File: src/design/q2e_pkg.sv
// Shared types, widths and constants for the quaternion to Euler angle converter.
`timescale 1ns / 1ps
`default_nettype none
package q2e_pkg;

    localparam int CORDIC_STEPS_DEF = 16;
    localparam int ATAN_LEN         = 24;

    localparam int PW = 32;   // Q2.14 x Q2.14 product
    localparam int SW = 34;   // sine / cosine terms in units of 2^-28
    localparam int CW = 37;   // CORDIC x / y datapath
    localparam int ZW = 33;   // angle accumulator, 2^32 per turn
    localparam int QW = 58;   // square root datapath
    localparam int RW = 29;   // pitch sine below one in magnitude

    localparam int SQRT_CELLS = 29;   // result bits of sqrt(2^56 - s^2)
    localparam int SQRT_TOP   = 56;   // bit position of the first trial bit

    localparam int PITCH_MAX = 12868;
    localparam int ANGLE_MAX = 25736;

    localparam logic signed [SW-1:0] ONE_Q28   = SW'(268435456);
    localparam logic signed [ZW-1:0] HALF_TURN = ZW'(64'sd2147483648);

    // pi in Q.29 split in two halves for the angle scaling
    localparam logic signed [15:0] PI_HI = 16'sd25735;
    localparam logic signed [16:0] PI_LO = 17'sd60753;

    typedef struct packed {
        logic signed [CW-1:0] x;
        logic signed [CW-1:0] y;
        logic signed [ZW-1:0] z;
        logic                 hold;   // trivial angle, no rotation
    } q2e_rot_t;

    typedef struct packed {
        logic [QW-1:0] rad;
        logic [QW-1:0] root;
        logic          clamp_pos;
        logic          clamp_neg;
        logic [RW-1:0] sine;
    } q2e_sqrt_t;

    function automatic logic signed [ZW-1:0] atan_turn(input int idx);
        logic signed [ZW-1:0] v;
        begin
            unique case (idx)
                0:  v = ZW'(536870912);
                1:  v = ZW'(316933406);
                2:  v = ZW'(167458907);
                3:  v = ZW'(85004756);
                4:  v = ZW'(42667331);
                5:  v = ZW'(21354465);
                6:  v = ZW'(10679838);
                7:  v = ZW'(5340245);
                8:  v = ZW'(2670163);
                9:  v = ZW'(1335087);
                10: v = ZW'(667544);
                11: v = ZW'(333772);
                12: v = ZW'(166886);
                13: v = ZW'(83443);
                14: v = ZW'(41722);
                15: v = ZW'(20861);
                16: v = ZW'(10430);
                17: v = ZW'(5215);
                18: v = ZW'(2608);
                19: v = ZW'(1304);
                20: v = ZW'(652);
                21: v = ZW'(326);
                22: v = ZW'(163);
                23: v = ZW'(81);
                default: v = '0;
            endcase
            return v;
        end
    endfunction

endpackage
`default_nettype wire

File: src/design/q2e_sqrt_cell.sv
// One restoring square root step: one result bit per cell.
`timescale 1ns / 1ps
`default_nettype none
module q2e_sqrt_cell #(
    parameter int BIT_POS = 0
) (
    input  wire logic             clk,
    input  wire logic             en,
    input  wire q2e_pkg::q2e_sqrt_t d_in,
    output q2e_pkg::q2e_sqrt_t    d_out
);
    localparam logic [q2e_pkg::QW-1:0] TRIAL_BIT = q2e_pkg::QW'(1) << BIT_POS;

    q2e_pkg::q2e_sqrt_t d_reg;
    q2e_pkg::q2e_sqrt_t d_next;
    logic [q2e_pkg::QW-1:0] trial;

    always_comb
    begin
        trial  = d_in.root + TRIAL_BIT;
        d_next = d_in;
        if (d_in.rad >= trial)
        begin
            d_next.rad  = d_in.rad - trial;
            d_next.root = (d_in.root >> 1) + TRIAL_BIT;
        end
        else
        begin
            d_next.root = d_in.root >> 1;
        end
    end

    always_ff @(posedge clk)
    begin
        if (en)
        begin
            d_reg <= d_next;
        end
    end

    assign d_out = d_reg;
endmodule
`default_nettype wire

File: config.mk
export PLATFORM = sky130hd
export DESIGN_NAME = q2e_sqrt_cell
export DESIGN_NICKNAME = d
export VERILOG_FILES = /design/src/design/q2e_pkg.sv /design/src/design/q2e_sqrt_cell.sv
export SDC_FILE = /design/constraint.sdc
export NUM_CORES = 1
export LEC_CHECK = 0
export BUFFER_PORTS_ARGS = -buffer_cell sky130_fd_sc_hd__buf_2
export CELL_PAD_IN_SITES_DETAIL_PLACEMENT = 0
export CELL_PAD_IN_SITES_GLOBAL_PLACEMENT = 1
export CORE_UTILIZATION = 40
export DETAILED_ROUTE_END_ITERATION = 7
export PLACE_DENSITY = 0.84
export RECOVER_POWER = 100
export SLEW_MARGIN = 10
export SYNTH_ARGS = -nofsm -noshare
export SYNTH_HDL_FRONTEND = slang
export SYNTH_SLANG_ARGS = --single-unit
File: constraint.sdc
create_clock -name clk -period 6.4 [get_ports clk]
set_clock_uncertainty 0.1 [all_clocks]
set_input_delay 0.64 -clock clk [delete_from_list [all_inputs] [get_ports clk]]
set_output_delay 0.64 -clock clk [all_outputs]
set_load 0.01 [all_outputs]
==> results of run 1 <==
## worst max-delay path by stage
stage / end / depth (start not counted) / startpoint
finish: d_out[91] / 20 / d_in[33]
detailed placement: d_out[117] / 21 / d_in[32]
global placement: d_out[82] / 20 / d_in[32]
global route: d_out[132] / 22 / d_in[32]
CTS: d_out[107] / 21 / d_in[32]
floorplan: d_out[82] / 20 / d_in[36]
## critical path: cells and delay by family
kind | cells | cell delay [ps]
buffers and inverters | 3 | 950
AND/OR/NAND/NOR | 7 | 1970
AO/OA/AOI/OAI | 7 | 1630
adder cells (fa/ha/maj) | 2 | 660
XOR/XNOR | 1 | 180
## cell type report
type / count / share of cell area, %
Inverter: 22 / 0.6253
Sequential cell: 147 / 33.42
Clock inverter: 15 / 1.270
Multi-Input combinational cell: 974 / 46.86
Clock buffer: 17 / 3.221
Timing Repair Buffer: 327 / 11.31
Antenna cell: 3 / 0.05685
Tap cell: 341 / 3.231
## layer usage
metal  share of wire [%]  global-route usage (%)  wire (microns)  up-vias
met4                 3.2                   10.93            1298        4
met1                  43                   35.77           17380     5051
met2                  48                   47.99           19370      483
met5               0.056                       0              23        -
met3                 6.6                   5.082            2687       76
li1                    -                       -               -     4990
## where the power goes
| part | switching [mW] | internal, mW | leakage [nW] |
|---|---|---|---|
| sequential | 0.0347 | 1.19 | 1.44 |
| clock | 0.510 | 0.525 | 0.285 |
| combinational | 0.541 | 0.288 | 3.30 |
## cell usage in the layout, fill, tap and decap left out, drive strengths merged, types with 8 or more instances in the layout
master  count
nand2     124
nand4      46
ha         60
a21oi     108
nor4       11
inv        29
clkbuf    178
o21a       10
buf       166
and4        8
nor3       38
and3       30
a21o       28
xor2       76
nor2      131
edfxtp    147
nand3      56
o21bai     12
o21ai      58
o211ai     10
xnor2      84
## logic make-up after synthesis
logic type | Yosys count | synth area share [%]
and+or+nand+nor | 477 | 21.06
AOI/OAI and AO/OA | 273 | 15.26
xor gates and xnor gates | 160 | 12.77
DFF | 147 | 40.23
buffers and inverters | 86 | 3.387
adders and majority gates | 61 | 7.024
muxes | 3 | 0.2737
==> flow_summary_export.csv, run 1 <==
group,metric,value,unit
sta,setup_violations,0,
floorplanning,num_io_pins,296,
clock_tree,cts-root-buf,"clkbuf_16",
synthesis,synth_top_area_share,40.23,%
sta,rsz0062_at_grt,"no",
clock_tree,ctsLongestPathBuffers,2,
power_and_ir_drop,p_leak,5.027,nW
sta,tightest_slew,4284,ps
layout,multiInputGateArea,0.006188,sq mm
synthesis,syn_avg_cell_area,9.091,sq um
min_path,hp-class,"in -> reg",
layout,design_area,0.01321,sq mm
sta,slew_violations,150,
place,dpl.cell_count,1811,
routing,drc,0,
layout,regArea,0.004414,sq mm
setup_path,setup.worst_path.end_class,"flop",
global_route,grt_pass1_vias,10212,
synthesis,synth_edf_count,147,
layout,nNetsFinal,1699,
layout,fin_cells,1846,
layout,drive_gt1_share,14.58,%
layout,largest_reg_flops,147,
clock_tree,cts_max_level,4,
synthesis,synth_common_cells,"147 x edfxtp_1, 130 x nor2_1, 124 x nand2_1, 108 x a21oi_1, 84 x xnor2_1",
global_route,antenna_found_initial,6,
clock_tree,cts_tree,"yes",
synthesis,synthTopCellsByArea,"edfxtp_1 40%, ha_1 6.8%, xnor2_1 6.7%",
status,outcome,"complete, but fails checks",
routing,drt_iter0_markers,951,
layout,fillCellCount,2727,
status,violations,"capacitance limit, slew limit",
power_and_ir_drop,vdd_drop_max,127.9,uV
synthesis,yosys.area.top_type,"edfxtp_1",
sta,setup_slack,382.5,ps
place,dpl_cell_area,0.01284,sq mm
setup_path,required,6440,ps
setup_path,cp.arrival,6060,ps
setup_path,critical_path_class,"in -> reg",
clock_tree,cts_hold_buf,0,
setup_path,max_stage_delay,500,ps
global_route,grt_max_degree,79,
floorplanning,rows,60,
place,dp_slack,148.3,ps
job,max_cap_viol_count,2,
routing,postRouteAntennaNets,0,
sta,post-route-period-util,94.02,%
routing,routed_wl,40.76,mm
floorplanning,design.core.area,0.02695,sq mm
clock_tree,cts.sink_count,147,
synthesis,yosysWarningCount,0,
clock_tree,clk_pin_slew,80,ps
place,dp_hpwl,32.23,mm
setup_path,cp_cell_sequence,"clkbuf_1 -> ha_1 -> and3_1 -> and3_1 -> nor2b_1 -> nand2_1 -> nor3_1 -> clkbuf_1 -> nand3_1 -> xor2_1 -> ha_1 -> a21oi_1 -> o21ai_0 -> a31oi_1 -> o21ai_1 -> a21oi_1 -> o211ai_2 -> nor2_4 -> clkbuf_2 -> o21ai_0",
global_route,gr-total-overflow,0,
synthesis,syn_inst,1207,
sta,fmax,166.2,MHz
synthesis,synthesis.area,0.01097,sq mm
min_path,hp-start,"d_in[7]",
setup_path,cp-start-kind,"primary input",
floorplanning,start_util,40.71,%
routing,firstDrtPassIters,5,
layout,final_util,49.00,%
floorplanning,dieArea,0.02810,sq mm
synthesis,yosysUniqueCellTypes,60,
place,portBuffers,295,
global_route,grt_pass1_wl,59.54,mm
routing,via_count,10604,
global_route,track_usage,28.32,%
setup_path,cp_slowest_cell,"clkbuf_2",
clock_tree,cts-resized-gates,0,
setup_path,critPathMaxFanout,21,
synthesis,ys_seq_elements,147,
synthesis,syn-num-nets,1417,
routing,wl_per_cell,22.08,microns
sta,tns,0,ps
sta,whs,270.5,ps
sta,maxSlewHeadroom,-185.6,%
clock_tree,postCtsSetupRepairBufs,0,
layout,synthToLayoutAreaGrowth,20.35,%
sta,min_period,6018,ps
floorplanning,die_y,167.6,microns
power_and_ir_drop,power_density,233.9,mW/mm^2
routing,via_per_inst,5.744,
min_path,holdPathEnd,"d_out[7]",
sta,hold_violations,0,
synthesis,synth.most_common_cell,"edfxtp_1",
floorplanning,die_w,167.6,microns
synthesis,async_flop_share,0,%
min_path,whs_path_depth,1,
power_and_ir_drop,finalPower,3.089,mW
synthesis,synthFlopType,"edfxtp_1",
clock_tree,cts_buffers,17,
place,gp_congestion,0.9466,
synthesis,ys_seq_area_share,40.23,%
Note: power is estimated with default switching activity, not from simulation.
==> run 2, diff against run 1 <==
clock period = 7.65 ns   (was 6.4 ns; I/O delays follow)
==> run 2 against run 1 <==
Effect of this change:
- the flow still finishes with violations (capacitance limit, slew limit)
- die area did not move
- power fell by 14%
- non-clock buffer count fell by 22
- first-iteration DRC count fell by 9.3%
- critical endpoint is now d_out[65]
- largest cell class unchanged
==> flow_summary_export.csv, run 2 (synthesized netlist as in run 1, its figures left out) <==
group,metric,value,unit
status,outcome,"complete, but fails checks",
status,violations,"capacitance limit, slew limit",
clock_tree,cts-root-buf,"clkbuf_16",
layout,largest_reg_flops,147,
sta,rsz0062_at_grt,"no",
layout,mostFrequentLayoutCells,"152 x clkbuf_1, 147 x edfxtp_1, 146 x buf_2, 131 x nor2_1, 124 x nand2_1",
routing,wl_met2,19.44,mm
power_and_ir_drop,internal-power,1.766,mW
sta,setup_violations,0,
floorplanning,design.core.area,0.02695,sq mm
sta,hold_violations,0,
power_and_ir_drop,power_density,202.7,mW/mm^2
clock_tree,cts_buffers,17,
min_path,hp-class,"in -> reg",
routing,m1WireLength,17.24,mm
clock_tree,clk_pin_slew,70,ps
sta,post-route-period-util,90.75,%
sta,tightest_slew,4428,ps
sta,maxSlewHeadroom,-195.2,%
global_route,grt_max_degree,83,
power_and_ir_drop,pwr-share-seq,38.6,%
setup_path,required,7720,ps
setup_path,cp_cell_sequence,"buf_2 -> ha_1 -> nand3_1 -> nor3_1 -> and3_1 -> and3_1 -> nand2_1 -> nor2_1 -> nand3_2 -> nor2_1 -> xnor2_1 -> ha_1 -> nand2_1 -> o21ai_1 -> a31oi_1 -> o21ai_1 -> a21oi_1 -> o211ai_2 -> nor2_1 -> clkbuf_1 -> nor3_1 -> xor2_1",
setup_path,critical_path_class,"in -> reg",
power_and_ir_drop,sw_frac_of_total,33.59,%
power_and_ir_drop,p_comb_share,26.0,%
clock_tree,cts-resized-gates,0,
place,portBuffers,295,
place,dp_hpwl,32.39,mm
sta,min_period,6943,ps
layout,mostFrequentLayoutCell,"clkbuf_1",
setup_path,cp.arrival,7020,ps
sta,tns,0,ps
floorplanning,die_w,167.6,microns
routing,via_per_inst,5.808,
floorplanning,start_util,40.71,%
routing,via_count,10594,
power_and_ir_drop,vdd_drop_max,132.4,uV
clock_tree,cts_tree,"yes",
routing,highest_layer,"met5",
setup_path,cp-start-kind,"primary input",
setup_path,path_buf_inv,2,
sta,fmax,144.0,MHz
routing,wl_met3,2.973,mm
clock_tree,cts_max_level,4,
global_route,antenna_found_initial,5,
setup_path,crit_top_cell,"nor2_1",
routing,routed_wl,40.98,mm
job,max_cap_viol_count,2,
clock_tree,postCtsSetupRepairBufs,0,
layout,synthToLayoutAreaGrowth,19.56,%
routing,wl_per_cell,22.47,microns
power_and_ir_drop,pwr-share-clk,35.4,%
global_route,grt_pass1_vias,9971,
layout,drive_gt1_share,13.51,%
sta,slew_violations,150,
routing,postRouteAntennaNets,0,
floorplanning,dieArea,0.02810,sq mm
clock_tree,cts.sink_count,147,
floorplanning,die_y,167.6,microns
power_and_ir_drop,p_leak,4.972,nW
routing,firstDrtPassIters,6,
setup_path,setup.worst_path.end_class,"flop",
global_route,track_usage,28.56,%
floorplanning,num_io_pins,296,
routing,drc,0,
setup_path,critPathMaxFanout,17,
power_and_ir_drop,switching_power,0.8933,mW
setup_path,max_stage_delay,1200,ps
place,gp_congestion,1.010,
clock_tree,cts_hold_buf,0,
layout,nNetsFinal,1677,
global_route,gr-total-overflow,0,
power_and_ir_drop,finalPower,2.659,mW
routing,drt_iter0_markers,863,
clock_tree,ctsLongestPathBuffers,2,
setup_path,crit_family,"simple AND/OR/NAND/NOR gates",
floorplanning,rows,60,
setup_path,cp_slowest_cell,"nor2_1",
global_route,grt_pass1_wl,60.00,mm
==> run 2: cell count changes in the layout (fill, tap and decap cells not counted), moves of 2 or more <==
cell        before  now
clkinvlp_4       2    0
clkinv_8         4    0
inv_6            2    7
buf_4           21    4
buf_12           0    2
bufinv_16        0    3
clkbuf_2         5    1
clkbuf_1       156  152
==> run 2: per-stage QoR <==
stage               worst slack [ps]  instances  cell area, sq um  utilization (%)  hold WS (ps)
floorplan                       2387       1207             10970                -         763.9
global placement               859.9       1789             12700            47.13         841.8
detailed placement             760.4       1789             12700            47.13         843.8
CTS                             1198       1821             13330            49.47         383.3
global route                   406.8       1822             13110            48.66         378.7
finish                         707.3       1824             13120            48.68         394.7
==> run 2: power groups by stage <==
stage               Clock [mW]  Combinational [mW]  Sequential (mW)
finish                   0.941               0.690             1.03
global placement             0               0.704             1.04
CTS                      0.951               0.708             1.02
floorplan                    0               0.371             1.08
detailed placement           0               0.703             1.04
global route             0.982               0.748             1.04
==> run 2: cell type report <==
| type | count | area, sq um |
|---|---|---|
| fillers | 2684 | 13830 |
| multi-input cells | 974 | 6181 |
| flip-flops and latches | 147 | 4414 |
| repair buffers | 305 | 1376 |
| well taps | 341 | 426.7 |
| clock buffers | 17 | 425.4 |
| clock inverters | 15 | 205.2 |
| inverters | 22 | 82.58 |
| diodes | 3 | 7.507 |
==> run 2: worst paths after layout <==
path / slack, ps / endpoint / startpoint / depth (start not counted)
setup / recovery: 710 / d_out[65] / d_in[31] / 22
hold / removal: 390 / d_out[19] / d_in[19] / 1
==> run 2: metal layers <==
layer | global-route usage (%) | vias up
li1 | - | 4955
met1 | 36.36 | 5070
met2 | 47.92 | 492
met3 | 5.507 | 73
met4 | 10.61 | 4
met5 | 0 | -
==> run 3, diff against run 2 <==
CORE_UTILIZATION = 36   (was 40)
PLACE_DENSITY = 0.8   (was 0.84)
clock period = 5.6 ns   (was 7.65 ns; I/O delays follow)
==> run 3 against run 2 <==
Effect of this change:
- critical path type unchanged
- critical endpoint is now d_out[75]
- sequential share of layout area shrank 1.1 points
- hold slack lost 200 ps
- sequential power grew 36%
- flip-flop and latch count is the same
- global-route usage shrank 2.1 points
- routed wire length grew 2.1%
- final area grew 3.3%
- cell count grew 5.4%
- the flow still finishes with violations (capacitance limit, slew limit)
- largest cell class unchanged
- first-iteration DRC count shrank 1.9%
- combinational power grew 42%
- non-clock buffer count grew 49
- critical path depth shrank 4
==> flow_summary_export.csv, run 3 (synthesized netlist as in run 1, its figures left out) <==
group,metric,value,unit
setup_path,critPathMaxFanout,14,
status,outcome,"complete, but fails checks",
routing,wl_met2,20.16,mm
routing,drt_iter0_markers,847,
floorplanning,die_w,176.6,microns
sta,rsz0062_at_grt,"no",
place,dp_hpwl,33.69,mm
place,dp_slack,-155.0,ps
place,portBuffers,295,
clock_tree,clk_pin_slew,70,ps
power_and_ir_drop,p_leak,5.198,nW
routing,via_per_inst,5.502,
routing,wl_per_cell,21.77,microns
routing,postRouteAntennaNets,0,
power_and_ir_drop,vdd_drop_max,171.2,uV
floorplanning,dieArea,0.03118,sq mm
sta,setup_slack,303.7,ps
routing,highest_layer,"met5",
clock_tree,cts.sink_count,147,
routing,wl_met3,2.630,mm
global_route,antenna_found_initial,5,
global_route,grt_max_degree,105,
power_and_ir_drop,power_density,265.5,mW/mm^2
global_route,gr-total-overflow,0,
sta,min_period,5296,ps
min_path,hp-class,"in -> reg",
layout,regArea,0.004414,sq mm
job,max_cap_viol_count,2,
routing,routed_wl,41.86,mm
layout,mostFrequentLayoutCells,"153 x clkbuf_1, 147 x edfxtp_1, 145 x buf_2, 130 x nor2_1, 124 x nand2_1",
sta,setup_violations,0,
global_route,grt_pass1_vias,10381,
floorplanning,num_io_pins,296,
routing,firstDrtPassIters,6,
layout,mostFrequentLayoutCell,"clkbuf_1",
floorplanning,die_y,176.6,microns
floorplanning,start_util,36.83,%
clock_tree,cts-root-buf,"clkbuf_16",
layout,largest_reg_flops,147,
sta,maxSlewHeadroom,-75.38,%
routing,via_count,10581,
power_and_ir_drop,finalPower,3.599,mW
clock_tree,cts_buffers,17,
sta,slew_violations,150,
setup_path,required,5680,ps
sta,post-route-period-util,94.58,%
clock_tree,ctsLongestPathBuffers,2,
sta,hold_violations,0,
setup_path,cp.arrival,5380,ps
routing,drc,0,
setup_path,critical_path_class,"in -> reg",
clock_tree,cts_max_level,4,
setup_path,setup.worst_path.end_class,"flop",
layout,synthToLayoutAreaGrowth,23.53,%
floorplanning,rows,63,
floorplanning,design.core.area,0.02980,sq mm
setup_path,cp-start-kind,"primary input",
status,violations,"capacitance limit, slew limit",
clock_tree,cts_tree,"yes",
global_route,track_usage,26.41,%
layout,fillCellCount,3059,
routing,m1WireLength,18.01,mm
sta,fmax,188.8,MHz
layout,multiInputGateArea,0.006192,sq mm
layout,nNetsFinal,1726,
sta,tightest_slew,2631,ps
place,gp_congestion,0.9219,
layout,drive_gt1_share,16.35,%
clock_tree,postCtsSetupRepairBufs,0,
global_route,grt_pass1_wl,61.15,mm
[run 3: path summary, 6_finish.rpt]
path | start | end | slack, ps | cells past startpoint
hold / removal | d_in[11] | d_out[11] | 190 | 1
setup / recovery | d_in[57] | d_out[75] | 300 | 18
[run 3: power breakdown]
part | switching, mW | leakage, nW | internal, mW
clock network | 0.545 | 0.292 | 0.674
logic | 0.624 | 3.47 | 0.354
registers | 0.0411 | 1.44 | 1.36
total | 1.21 | 5.20 | 2.39
[run 3: layout make-up]
| cell class | count | share of cell area [%] |
|---|---|---|
| diodes | 4 | 0.07384 |
| multi-input cells | 974 | 45.68 |
| inverters | 22 | 0.6092 |
| repair buffers | 354 | 13.07 |
| clock buffers | 18 | 3.166 |
| clock inverters | 14 | 1.237 |
| well taps | 390 | 3.600 |
| flip-flops and latches | 147 | 32.56 |
[run 3: per-layer routing]
layer  up-vias  global-route usage, %
li1       5034                      -
met1      5018                  33.66
met2       464                  45.64
met3        63                  4.048
met4         2                  8.226
met5         -                      0
[run 3: worst max-delay path, stage by stage]
cell and delay [ps]:
buf_2 180, and4_1 220, and3_1 190, and3_1 190, nand3_1 220, or4_1 670
or3_1 450, nor2_1 190, xnor2_1 100, ha_1 390, nand4_1 290, or3_1 460
o211ai_2 250, buf_4 190, nor2_4 50, buf_4 190, or4_1 430, xnor2_1 150
[run 3: through the flow]
| stage | hold WS, ps | TNS (ps) | cells | cell area, sq um | utilization (%) |
|---|---|---|---|---|---|
| after detailed placement | 638.4 | -372.7 | 1887 | 13160 | 44.15 |
| final | 192.1 | 0 | 1923 | 13560 | 45.49 |
| after global placement | 636.8 | -2295 | 1887 | 13160 | 44.15 |
| after floorplan | 558.9 | 0 | 1207 | 10970 | - |
| after global routing | 180.2 | 0 | 1922 | 13550 | 45.49 |
| after CTS | 176.7 | 0 | 1919 | 13750 | 46.15 |
[run 3: timing repair]
item | 4_1_cts | 5_1_grt
hold buffers | 0 | 0
endpoints found under the setup margin | 0 | 3
gates resized for setup | 0 | 2
